--- src/sv/deq_pkg.sv ---
// ----------------------------------------------------------------------------
// Double-ended queue package
// Shared widths, operation and status codes, and the command and status
// bundles that join the controller and the datapath.
// ----------------------------------------------------------------------------
package deq_pkg;

    localparam int DATA_W        = 32;
    localparam int OP_W          = 3;
    localparam int STATUS_W      = 2;
    localparam int DEFAULT_DEPTH = 64;

    typedef enum logic [OP_W-1:0] {
        OP_PUSH_FRONT = 3'd0,
        OP_PUSH_BACK  = 3'd1,
        OP_POP_FRONT  = 3'd2,
        OP_POP_BACK   = 3'd3,
        OP_CLEAR      = 3'd4,
        OP_LIST       = 3'd5
    } t_op;

    typedef enum logic [STATUS_W-1:0] {
        STATUS_OK    = 2'd0,
        STATUS_EMPTY = 2'd1,
        STATUS_FULL  = 2'd2
    } t_status;

    typedef enum logic [2:0] {
        PTR_HOLD,
        PTR_PUSH_FRONT,
        PTR_PUSH_BACK,
        PTR_POP_FRONT,
        PTR_POP_BACK,
        PTR_CLEAR
    } t_ptr_op;

    typedef enum logic [1:0] {
        RD_FRONT,
        RD_BACK,
        RD_NEXT
    } t_rd_sel;

    typedef struct packed {
        t_ptr_op ptr_op;
        logic    wr_en;
        logic    rd_en;
        t_rd_sel rd_sel;
        logic    idx_clr;
        logic    idx_inc;
        logic    out_load;
        logic    out_from_mem;
        t_status out_status;
        logic    out_last;
    } t_cmd;

    typedef struct packed {
        logic full;
        logic empty;
        logic list_last;
        logic out_free;
    } t_stat;

endpackage

--- src/sv/deq_if.sv ---
// ----------------------------------------------------------------------------
// Double-ended queue channels
// Request and response channels with a valid and ready handshake.
// ----------------------------------------------------------------------------
interface deq_req_if;
    logic                              valid;
    logic                              ready;
    logic [deq_pkg::OP_W-1:0]          operation;
    logic signed [deq_pkg::DATA_W-1:0] value;

    modport source (output valid, output operation, output value, input ready);
    modport sink   (input valid, input operation, input value, output ready);
endinterface

interface deq_rsp_if;
    logic                              valid;
    logic                              ready;
    logic signed [deq_pkg::DATA_W-1:0] value_out;
    logic [deq_pkg::STATUS_W-1:0]      status;
    logic                              last;

    modport source (output valid, output value_out, output status, output last,
                    input ready);
    modport sink   (input valid, input value_out, input status, input last,
                    output ready);
endinterface

--- src/sv/deq_ctrl.sv ---
// ----------------------------------------------------------------------------
// Double-ended queue controller
// Decodes each request and sequences the memory reads of pops and lists.
// ----------------------------------------------------------------------------
module deq_ctrl (
    input  logic             i_clk,
    input  logic             i_rst_n,
    input  logic             i_valid,
    input  deq_pkg::t_op     i_operation,
    input  deq_pkg::t_stat   i_stat,
    output logic             o_ready,
    output deq_pkg::t_cmd    o_cmd
);

    typedef enum logic [1:0] {
        ST_IDLE = 2'b01,
        ST_READ = 2'b10
    } t_state;

    t_state r_state, n_state;
    logic   r_list, n_list;

    assign o_ready = (r_state == ST_IDLE) && i_stat.out_free;

    always_comb begin
        n_state = r_state;
        n_list  = r_list;
        o_cmd   = '0;
        o_cmd.ptr_op     = deq_pkg::PTR_HOLD;
        o_cmd.rd_sel     = deq_pkg::RD_FRONT;
        o_cmd.out_status = deq_pkg::STATUS_OK;
        unique case (r_state)
            ST_IDLE: begin
                if (i_valid && o_ready) begin
                    unique case (i_operation) inside
                        deq_pkg::OP_PUSH_FRONT, deq_pkg::OP_PUSH_BACK: begin
                            o_cmd.out_load = 1'b1;
                            o_cmd.out_last = 1'b1;
                            if (i_stat.full) begin
                                o_cmd.out_status = deq_pkg::STATUS_FULL;
                            end else begin
                                o_cmd.wr_en  = 1'b1;
                                o_cmd.ptr_op = (i_operation == deq_pkg::OP_PUSH_FRONT) ?
                                               deq_pkg::PTR_PUSH_FRONT :
                                               deq_pkg::PTR_PUSH_BACK;
                            end
                        end
                        deq_pkg::OP_POP_FRONT, deq_pkg::OP_POP_BACK: begin
                            if (i_stat.empty) begin
                                o_cmd.out_load   = 1'b1;
                                o_cmd.out_last   = 1'b1;
                                o_cmd.out_status = deq_pkg::STATUS_EMPTY;
                            end else begin
                                o_cmd.rd_en = 1'b1;
                                if (i_operation == deq_pkg::OP_POP_FRONT) begin
                                    o_cmd.rd_sel = deq_pkg::RD_FRONT;
                                    o_cmd.ptr_op = deq_pkg::PTR_POP_FRONT;
                                end else begin
                                    o_cmd.rd_sel = deq_pkg::RD_BACK;
                                    o_cmd.ptr_op = deq_pkg::PTR_POP_BACK;
                                end
                                n_list  = 1'b0;
                                n_state = ST_READ;
                            end
                        end
                        deq_pkg::OP_CLEAR: begin
                            o_cmd.ptr_op = deq_pkg::PTR_CLEAR;
                        end
                        deq_pkg::OP_LIST: begin
                            if (i_stat.empty) begin
                                o_cmd.out_load   = 1'b1;
                                o_cmd.out_last   = 1'b1;
                                o_cmd.out_status = deq_pkg::STATUS_EMPTY;
                            end else begin
                                o_cmd.rd_en   = 1'b1;
                                o_cmd.rd_sel  = deq_pkg::RD_FRONT;
                                o_cmd.idx_clr = 1'b1;
                                n_list  = 1'b1;
                                n_state = ST_READ;
                            end
                        end
                        default: begin
                        end
                    endcase
                end
            end
            ST_READ: begin
                if (i_stat.out_free) begin
                    o_cmd.out_load     = 1'b1;
                    o_cmd.out_from_mem = 1'b1;
                    o_cmd.out_last     = !r_list || i_stat.list_last;
                    if (r_list && !i_stat.list_last) begin
                        o_cmd.rd_en   = 1'b1;
                        o_cmd.rd_sel  = deq_pkg::RD_NEXT;
                        o_cmd.idx_inc = 1'b1;
                    end else begin
                        n_state = ST_IDLE;
                    end
                end
            end
            default: begin
                n_state = ST_IDLE;
            end
        endcase
    end

    always_ff @(posedge i_clk) begin
        if (!i_rst_n) begin
            r_state <= ST_IDLE;
            r_list  <= 1'b0;
        end else begin
            r_state <= n_state;
            r_list  <= n_list;
        end
    end

endmodule

--- src/sv/deq_dpath.sv ---
// ----------------------------------------------------------------------------
// Double-ended queue datapath
// Ring storage, front pointer, element count, list index and the
// registered response.
// ----------------------------------------------------------------------------
module deq_dpath #(
    parameter int DEPTH = deq_pkg::DEFAULT_DEPTH
) (
    input  logic                              i_clk,
    input  logic                              i_rst_n,
    input  logic signed [deq_pkg::DATA_W-1:0] i_value,
    input  deq_pkg::t_cmd                     i_cmd,
    input  logic                              i_out_ready,
    output deq_pkg::t_stat                    o_stat,
    output logic                              o_out_valid,
    output logic signed [deq_pkg::DATA_W-1:0] o_value_out,
    output logic [deq_pkg::STATUS_W-1:0]      o_status,
    output logic                              o_last
);

    localparam int AW = (DEPTH > 1) ? $clog2(DEPTH) : 1;
    localparam int CW = $clog2(DEPTH + 1);

    logic signed [deq_pkg::DATA_W-1:0] r_mem [DEPTH];
    logic signed [deq_pkg::DATA_W-1:0] r_rd_data;
    logic [AW-1:0]                     r_front;
    logic [CW-1:0]                     r_count;
    logic [AW-1:0]                     r_idx;
    logic [AW-1:0]                     front_m1;
    logic [AW-1:0]                     back_slot;
    logic [AW-1:0]                     last_slot;
    logic [AW-1:0]                     next_slot;
    logic [AW-1:0]                     wr_addr;
    logic [AW-1:0]                     rd_addr;
    logic                              r_out_valid;

    function automatic logic [AW-1:0] wrap(input logic [AW-1:0] a, input logic [AW-1:0] b);
        logic [AW:0] s;
        s = {1'b0, a} + {1'b0, b};
        if (s >= (AW+1)'(DEPTH)) begin
            s = s - (AW+1)'(DEPTH);
        end
        return s[AW-1:0];
    endfunction

    assign front_m1  = (r_front == '0) ? AW'(DEPTH - 1) : r_front - AW'(1);
    assign back_slot = wrap(r_front, r_count[AW-1:0]);
    assign last_slot = wrap(r_front, r_count[AW-1:0] - AW'(1));
    assign next_slot = wrap(r_front, r_idx + AW'(1));

    assign o_stat.full      = (r_count == CW'(DEPTH));
    assign o_stat.empty     = (r_count == '0);
    assign o_stat.list_last = ((CW'(r_idx) + CW'(1)) == r_count);
    assign o_stat.out_free  = !r_out_valid || i_out_ready;

    assign wr_addr = (i_cmd.ptr_op == deq_pkg::PTR_PUSH_FRONT) ? front_m1 : back_slot;

    always_comb begin
        case (i_cmd.rd_sel)
            deq_pkg::RD_BACK: rd_addr = last_slot;
            deq_pkg::RD_NEXT: rd_addr = next_slot;
            default:          rd_addr = r_front;
        endcase
    end

    always_ff @(posedge i_clk) begin
        if (i_cmd.wr_en) begin
            r_mem[wr_addr] <= i_value;
        end
        if (i_cmd.rd_en) begin
            r_rd_data <= r_mem[rd_addr];
        end
    end

    always_ff @(posedge i_clk) begin
        if (!i_rst_n) begin
            r_front <= '0;
            r_count <= '0;
            r_idx   <= '0;
        end else begin
            case (i_cmd.ptr_op)
                deq_pkg::PTR_PUSH_FRONT: begin
                    r_front <= front_m1;
                    r_count <= r_count + CW'(1);
                end
                deq_pkg::PTR_PUSH_BACK: r_count <= r_count + CW'(1);
                deq_pkg::PTR_POP_FRONT: begin
                    r_front <= wrap(r_front, AW'(1));
                    r_count <= r_count - CW'(1);
                end
                deq_pkg::PTR_POP_BACK: r_count <= r_count - CW'(1);
                deq_pkg::PTR_CLEAR: begin
                    r_front <= '0;
                    r_count <= '0;
                end
                default: begin
                end
            endcase
            if (i_cmd.idx_clr) begin
                r_idx <= '0;
            end else if (i_cmd.idx_inc) begin
                r_idx <= r_idx + AW'(1);
            end
        end
    end

    always_ff @(posedge i_clk) begin
        if (!i_rst_n) begin
            r_out_valid <= 1'b0;
        end else if (i_cmd.out_load) begin
            r_out_valid <= 1'b1;
        end else if (i_out_ready) begin
            r_out_valid <= 1'b0;
        end
    end

    always_ff @(posedge i_clk) begin
        if (i_cmd.out_load) begin
            o_value_out <= i_cmd.out_from_mem ? r_rd_data : '0;
            o_status    <= i_cmd.out_status;
            o_last      <= i_cmd.out_last;
        end
    end

    assign o_out_valid = r_out_valid;

`ifndef SYNTHESIS
    a_count_bound: assert property (@(posedge i_clk) disable iff (!i_rst_n)
        r_count <= CW'(DEPTH))
        else $error("Element count exceeds the queue depth.");
    a_no_write_full: assert property (@(posedge i_clk) disable iff (!i_rst_n)
        i_cmd.wr_en |-> !o_stat.full)
        else $error("Write issued while the queue is full.");
    a_no_read_empty: assert property (@(posedge i_clk) disable iff (!i_rst_n)
        i_cmd.rd_en |-> !o_stat.empty)
        else $error("Read issued while the queue is empty.");
    a_no_overwrite: assert property (@(posedge i_clk) disable iff (!i_rst_n)
        (o_out_valid && !i_out_ready) |-> !i_cmd.out_load)
        else $error("Stalled response overwritten.");
`endif

endmodule

--- src/sv/double_ended_queue.sv ---
// ----------------------------------------------------------------------------
// Double-ended queue
// Bounded deque of signed 32-bit words held in a ring buffer.
// ----------------------------------------------------------------------------
// Requests arrive on i_in (operation, value) and responses leave on o_out
// (value_out, status, last); both use a valid and ready handshake.
// A push, or a pop or list of an empty queue, is answered from the response
// register in the cycle after the request is accepted, one request per cycle while the receiver takes each response.
// A pop of a stored word reads the ring memory first, so its response passes
// through the read data register before the response register; the next
// request is taken once the controller is back in idle. A list of N words
// delivers one response per cycle while the receiver is ready, the last
// one marked, and holds the request side until that word is loaded; the
// single memory read port sets this pace. A clear gives no response.
// Reset empties the queue at once: front index and count go to zero, the
// memory contents are left as they are and no clearing pass is made.
// When the receiver stalls, the response register holds its word and no new
// request is accepted until that word is taken.
// ----------------------------------------------------------------------------
module double_ended_queue #(
    parameter int DEPTH = deq_pkg::DEFAULT_DEPTH
) (
    input  logic     i_clk,
    input  logic     i_rst_n,
    deq_req_if.sink  i_in,
    deq_rsp_if.source o_out
);

    deq_pkg::t_cmd  cmd;
    deq_pkg::t_stat stat;

    deq_ctrl u_ctrl (
        .i_clk       (i_clk),
        .i_rst_n     (i_rst_n),
        .i_valid     (i_in.valid),
        .i_operation (deq_pkg::t_op'(i_in.operation)),
        .i_stat      (stat),
        .o_ready     (i_in.ready),
        .o_cmd       (cmd)
    );

    deq_dpath #(
        .DEPTH (DEPTH)
    ) u_dpath (
        .i_clk       (i_clk),
        .i_rst_n     (i_rst_n),
        .i_value     (i_in.value),
        .i_cmd       (cmd),
        .i_out_ready (o_out.ready),
        .o_stat      (stat),
        .o_out_valid (o_out.valid),
        .o_value_out (o_out.value_out),
        .o_status    (o_out.status),
        .o_last      (o_out.last)
    );

endmodule
--- src/flat_wrapper.sv ---
// flat-port wrapper written by rule: the top's interface ports become plain ports
module double_ended_queue_flat 
#(
    parameter int DEPTH = deq_pkg::DEFAULT_DEPTH
)
  (i_clk, i_rst_n, i_in_valid, i_in_operation, i_in_value, i_in_ready, o_out_valid, o_out_value_out, o_out_status, o_out_last, o_out_ready);
  deq_req_if i_in_i ();
  deq_rsp_if o_out_i ();
  input  logic i_clk;
  input  logic i_rst_n;
  input wire logic [$bits(i_in_i.valid)-1:0] i_in_valid;
  input wire logic [$bits(i_in_i.operation)-1:0] i_in_operation;
  input wire logic [$bits(i_in_i.value)-1:0] i_in_value;
  output wire logic [$bits(i_in_i.ready)-1:0] i_in_ready;
  output wire logic [$bits(o_out_i.valid)-1:0] o_out_valid;
  output wire logic [$bits(o_out_i.value_out)-1:0] o_out_value_out;
  output wire logic [$bits(o_out_i.status)-1:0] o_out_status;
  output wire logic [$bits(o_out_i.last)-1:0] o_out_last;
  input wire logic [$bits(o_out_i.ready)-1:0] o_out_ready;
  assign i_in_i.valid = i_in_valid;
  assign i_in_i.operation = i_in_operation;
  assign i_in_i.value = i_in_value;
  assign i_in_ready = i_in_i.ready;
  assign o_out_valid = o_out_i.valid;
  assign o_out_value_out = o_out_i.value_out;
  assign o_out_status = o_out_i.status;
  assign o_out_last = o_out_i.last;
  assign o_out_i.ready = o_out_ready;
  double_ended_queue #(.DEPTH(DEPTH)) u_core (.i_clk(i_clk), .i_rst_n(i_rst_n), .i_in(i_in_i), .o_out(o_out_i));
endmodule
--- config.mk ---
export PLATFORM = sky130hd
export DESIGN_NAME = double_ended_queue_flat
export DESIGN_NICKNAME = d
export VERILOG_FILES = /design/src/sv/deq_pkg.sv /design/src/sv/deq_if.sv /design/src/sv/deq_ctrl.sv /design/src/sv/deq_dpath.sv /design/src/sv/double_ended_queue.sv /design/src/flat_wrapper.sv
export SDC_FILE = /design/constraint.sdc
export NUM_CORES = 2
export LEC_CHECK = 0
export BUFFER_PORTS_ARGS = -buffer_cell sky130_fd_sc_hd__buf_2
export CAP_MARGIN = 20
export CORE_ASPECT_RATIO = 2
export CORE_MARGIN = 1
export CORE_UTILIZATION = 48
export CTS_CLUSTER_SIZE = 16
export DETAILED_ROUTE_END_ITERATION = 8
export HOLD_SLACK_MARGIN = 0.02
export PLACE_DENSITY = 0.74
export SYNTH_ARGS = -nofsm -noshare
export SYNTH_HDL_FRONTEND = slang
export SYNTH_HIERARCHICAL = 1
export SYNTH_SLANG_ARGS = --single-unit
--- constraint.sdc ---
create_clock -name i_clk -period 6.4 [get_ports i_clk]
set_input_delay 0.96 -clock i_clk [delete_from_list [all_inputs] [get_ports i_clk]]
set_output_delay 0.96 -clock i_clk [all_outputs]
set_load 0.01 [all_outputs]
==> qor.txt <==
Global routing usage on met3 = 2.741%
GRT Util Overall = 24.47%
Most used routing layer = met2
MaxCap Viol Count = 0
DR iter-0 viols = 5,606
Worst setup SP type = register
CTS Buffer Depth = 4
Share of layout cells above drive strength 1 = 16.45%
Clk sink count = 2,138
Asr flop ratio synth = 0%
RD Place Congestion = 0.8825
Global routing met1 resource utilization = 27.06%
Clk slew on worst S/H paths = 0.07 ns
Crit end category = register
Post-synthesis simple-gate area fraction = 10.33%
Top FF cell, synth = edfxtp_1
Largest net degree at the start of global routing = 84
First-pass GRT wire length = 320,800 µm
Worst hold path endpoint = u_core/u_ctrl/r_list$_SDFFE_PN0P_
M2 GR Usage = 45.46%
Share of the synthesized area in the top cell type = 75.02%
Hold path depth = 3
Worst clock skew = 0.03024 ns
Path depth of the worst reg2reg path = 22
Final Critical Period = 6.080 ns
Main combinational cell family by area after synthesis = simple AND/OR/NAND/NOR gates
HP Class = in2reg
Post-DP HPWL = 134,500 µm
Fill count = 13,210
R2r setup slk = 0.32 ns
Ranking of synthesized cells by area = edfxtp_1 (75%), mux4_2 (6.8%), nand2_1 (5.4%), nand3_1 (2.9%), mux2i_1 (1.2%)
Leakage power = 31.67 nW
Syn Inst Count = 5,265
CTS root buffer = clkbuf_16
Drt pass-1 iters = 6
Post-Syn Area = 84,660 µm²
Initial antenna violation count = 22
Most common cell after layout, fill and taps aside = edfxtp_1
Die Ht = 595.9 µm
Worst hold start = i_rst_n
Measured slew at the worst slew-check pin = 1.169 ns
Wire length per cell = 28.37 µm
Post-route ant nets = 0
Core area = 174,900 µm²
Endpoints failing setup = 0
RSZ-0062 raised after global routing = no
Final Hold Vio Count = 0
DR vias/cell = 6.212
Upper clock frequency limit = 0.1645 GHz
Syn avg cell area = 16.08 µm²
CP Class = reg2reg
H-tree depth = 4
Initial Util = 48.42%
Cts hold-fix bufs = 0
Number of remaining DRC errors = 0
Via count = 48,970
Ports = 76
# nets final = 5,528
Yosys cell types = 71
Worst vdd ir = 0.2121 mV
Drt total wl = 223,700 µm
Slew Limit Fails = 0
Data arrival, critical path = 6.69 ns
Post-synthesis adder-cell area fraction = 0.4256%
Clock Latency Late Sink = 0.82 ns
Cts bufs inserted = 173
Final Cycle Share = 95.00%
TritonCTS clock tree = yes
Area delta synth->final = 12.48%
Cell taking the most area after synthesis = edfxtp_1
Die X = 299.0 µm
Final Core Density = 54.46%
R2r endpoint = u_core/u_dpath/r_rd_data[23]$_DFFE_PP_
Setup TNS = 0 ns
Die ar. = 178,200 µm²
Row cnt = 217
Buffers added on ports = 75
Crit-path max FO = 21
XOR/XNOR Fraction of Synth Area = 0.3429%
Status = finished, final reports clean
Seq/Total Area, Yosys = 75.56%
Critical path required time = 7.01 ns
Most frequent cells in the layout = edfxtp_1 (2,115), nand2_1 (1,208), nand3_1 (490)
Max-slew headroom = 22.06%
#FFs+latches synth = 2,138
RR Startpoint = u_core/u_dpath/r_idx[0]$_SDFFE_PP0P_
Post-synth EDFFs = 2,115
Syn Nets = 5,331
Total grt overflow = 0
Synth Area in Compound Gates = 3.300%
Total Power = 29.94 mW
Ys Warns = 6
Vias in the first global route = 49,260
Multiplexer area fraction after synthesis = 8.189%
Cell Pwr Density = 314.4 nW/µm²
[routing by layer]
layer / vias to the layer above / share of wire (%)
met4: 8 / 5.9
li1: 20570 / -
met1: 24880 / 32
met2: 2832 / 54
met3: 686 / 7.6
met5: - / 0.022
[state kept, by name (all words and copies together) (netlist names)]
signal and cells:
u_core/u_dpath/r_front 6, u_core/u_dpath/r_idx 6, u_core/u_dpath/r_count 7, u_core/u_ctrl/r_list 1, u_core/u_dpath/r_rd_data 32, u_core/u_dpath/o_status 2
u_core/u_dpath/r_mem 2048, u_core/u_ctrl/r_state 2, u_core/u_dpath/o_value_out 32, u_core/u_dpath/o_out_valid 1, u_core/u_dpath/o_last 1
[logic make-up after synthesis]
family | after synthesis
xor gates and xnor gates | 31
DFF | 2138
muxes | 368
buffers and inverters | 341
and+or+nand+nor | 2007
adders and majority gates | 27
AOI/OAI and AO/OA | 353
[power breakdown]
part	internal [mW]	switching, mW	total, mW
Combinational	1.50	2.56	4.06
Sequential	15.5	0.0741	15.6
Clock	5.51	4.78	10.3
[per-stage QoR]
stage	cell area, µm²	hold WS, ns	setup slack (ns)	std cells
2_1_floorplan	84660	0.4861	1.543	5265
3_3_place_gp	89570	0.5038	0.3023	7562
3_5_place_dp	89570	0.5366	0.2974	7562
4_1_cts	94760	0.3999	0.2485	7848
5_1_grt	95230	0.4353	0.001330	7883
6_report	95230	0.4364	0.3197	7883
[synth_stat cells, types with 4 or more instances]
library cell,n
nand2_1,1208
nand3_1,491
dfxtp_1,23
mux4_2,257
ha_1,24
a32oi_1,63
and2_1,36
a2bb2oi_1,33
nor2_1,110
a31oi_1,35
clkbuf_1,171
o21ai_0,16
nand2b_1,9
o31ai_1,8
mux2i_1,105
xnor2_1,20
nor2b_1,11
a311o_1,31
a21o_1,6
nor3_1,11
o21a_1,4
inv_1,22
a21oi_1,20
buf_1,24
edfxtp_1,2115
o21ai_1,7
a311oi_1,66
nor3b_1,4
a211oi_1,8
nand4_1,6
and4_1,31
a21boi_0,32
a22oi_1,8
buf_4,32
buf_2,88
and3_1,70
xor2_1,10
[timing repair]
item / CTS / global route
endpoints found under the setup margin: 0 / 11
buffers inserted: 0 / 3
hold endpoints to repair: 0 / 0
resized for setup: 0 / 3
[worst max path at each step]
stage                                         start                                     end  slack (ns)
2_1_floorplan  u_core/u_dpath/r_idx[0]$_SDFFE_PP0P_  u_core/u_dpath/r_rd_data[30]$_DFFE_PP_        1.54
4_1_cts        u_core/u_dpath/r_idx[0]$_SDFFE_PP0P_   u_core/u_dpath/r_rd_data[7]$_DFFE_PP_        0.25
3_3_place_gp   u_core/u_dpath/r_idx[0]$_SDFFE_PP0P_   u_core/u_dpath/r_rd_data[7]$_DFFE_PP_        0.30
5_1_grt        u_core/u_dpath/r_idx[0]$_SDFFE_PP0P_  u_core/u_dpath/r_rd_data[23]$_DFFE_PP_       0.001
6_report       u_core/u_dpath/r_idx[0]$_SDFFE_PP0P_  u_core/u_dpath/r_rd_data[23]$_DFFE_PP_        0.32
3_5_place_dp   u_core/u_dpath/r_idx[0]$_SDFFE_PP0P_   u_core/u_dpath/r_rd_data[7]$_DFFE_PP_        0.30
[layout make-up]
cell class              count  area (µm²)  area share (%)
diodes                     11       27.53         0.02891
clock buffers             220        4599           4.830
clock inverters            66       595.6          0.6254
inverters                  22       82.58         0.08672
multi-input cells        2788       19780           20.77
flip-flops and latches   2138       63970           67.18
well taps                2299        2877           3.021
repair buffers            339        3294           3.460
[critical path, cell delays in order, from the launching register on]
cell       delay, ns
dfxtp_1         0.45
ha_1            0.26
nand3_1         0.21
xor2_1          0.20
o21ai_0         0.15
o32a_1          0.18
nor3_1          0.06
nor2b_1         0.24
nand3_1         0.21
nor2_1          0.16
ha_2            0.31
mux2i_1         0.26
ha_1            0.25
fa_1            0.60
mux2i_4         0.46
clkbuf_16       0.35
buf_4           0.28
nand2_1         0.07
and3_1          0.18
a311oi_1        0.27
a311o_1         0.29
a311oi_1        0.12
mux2i_1         0.28
Note: power is estimated with default switching activity, not from simulation.
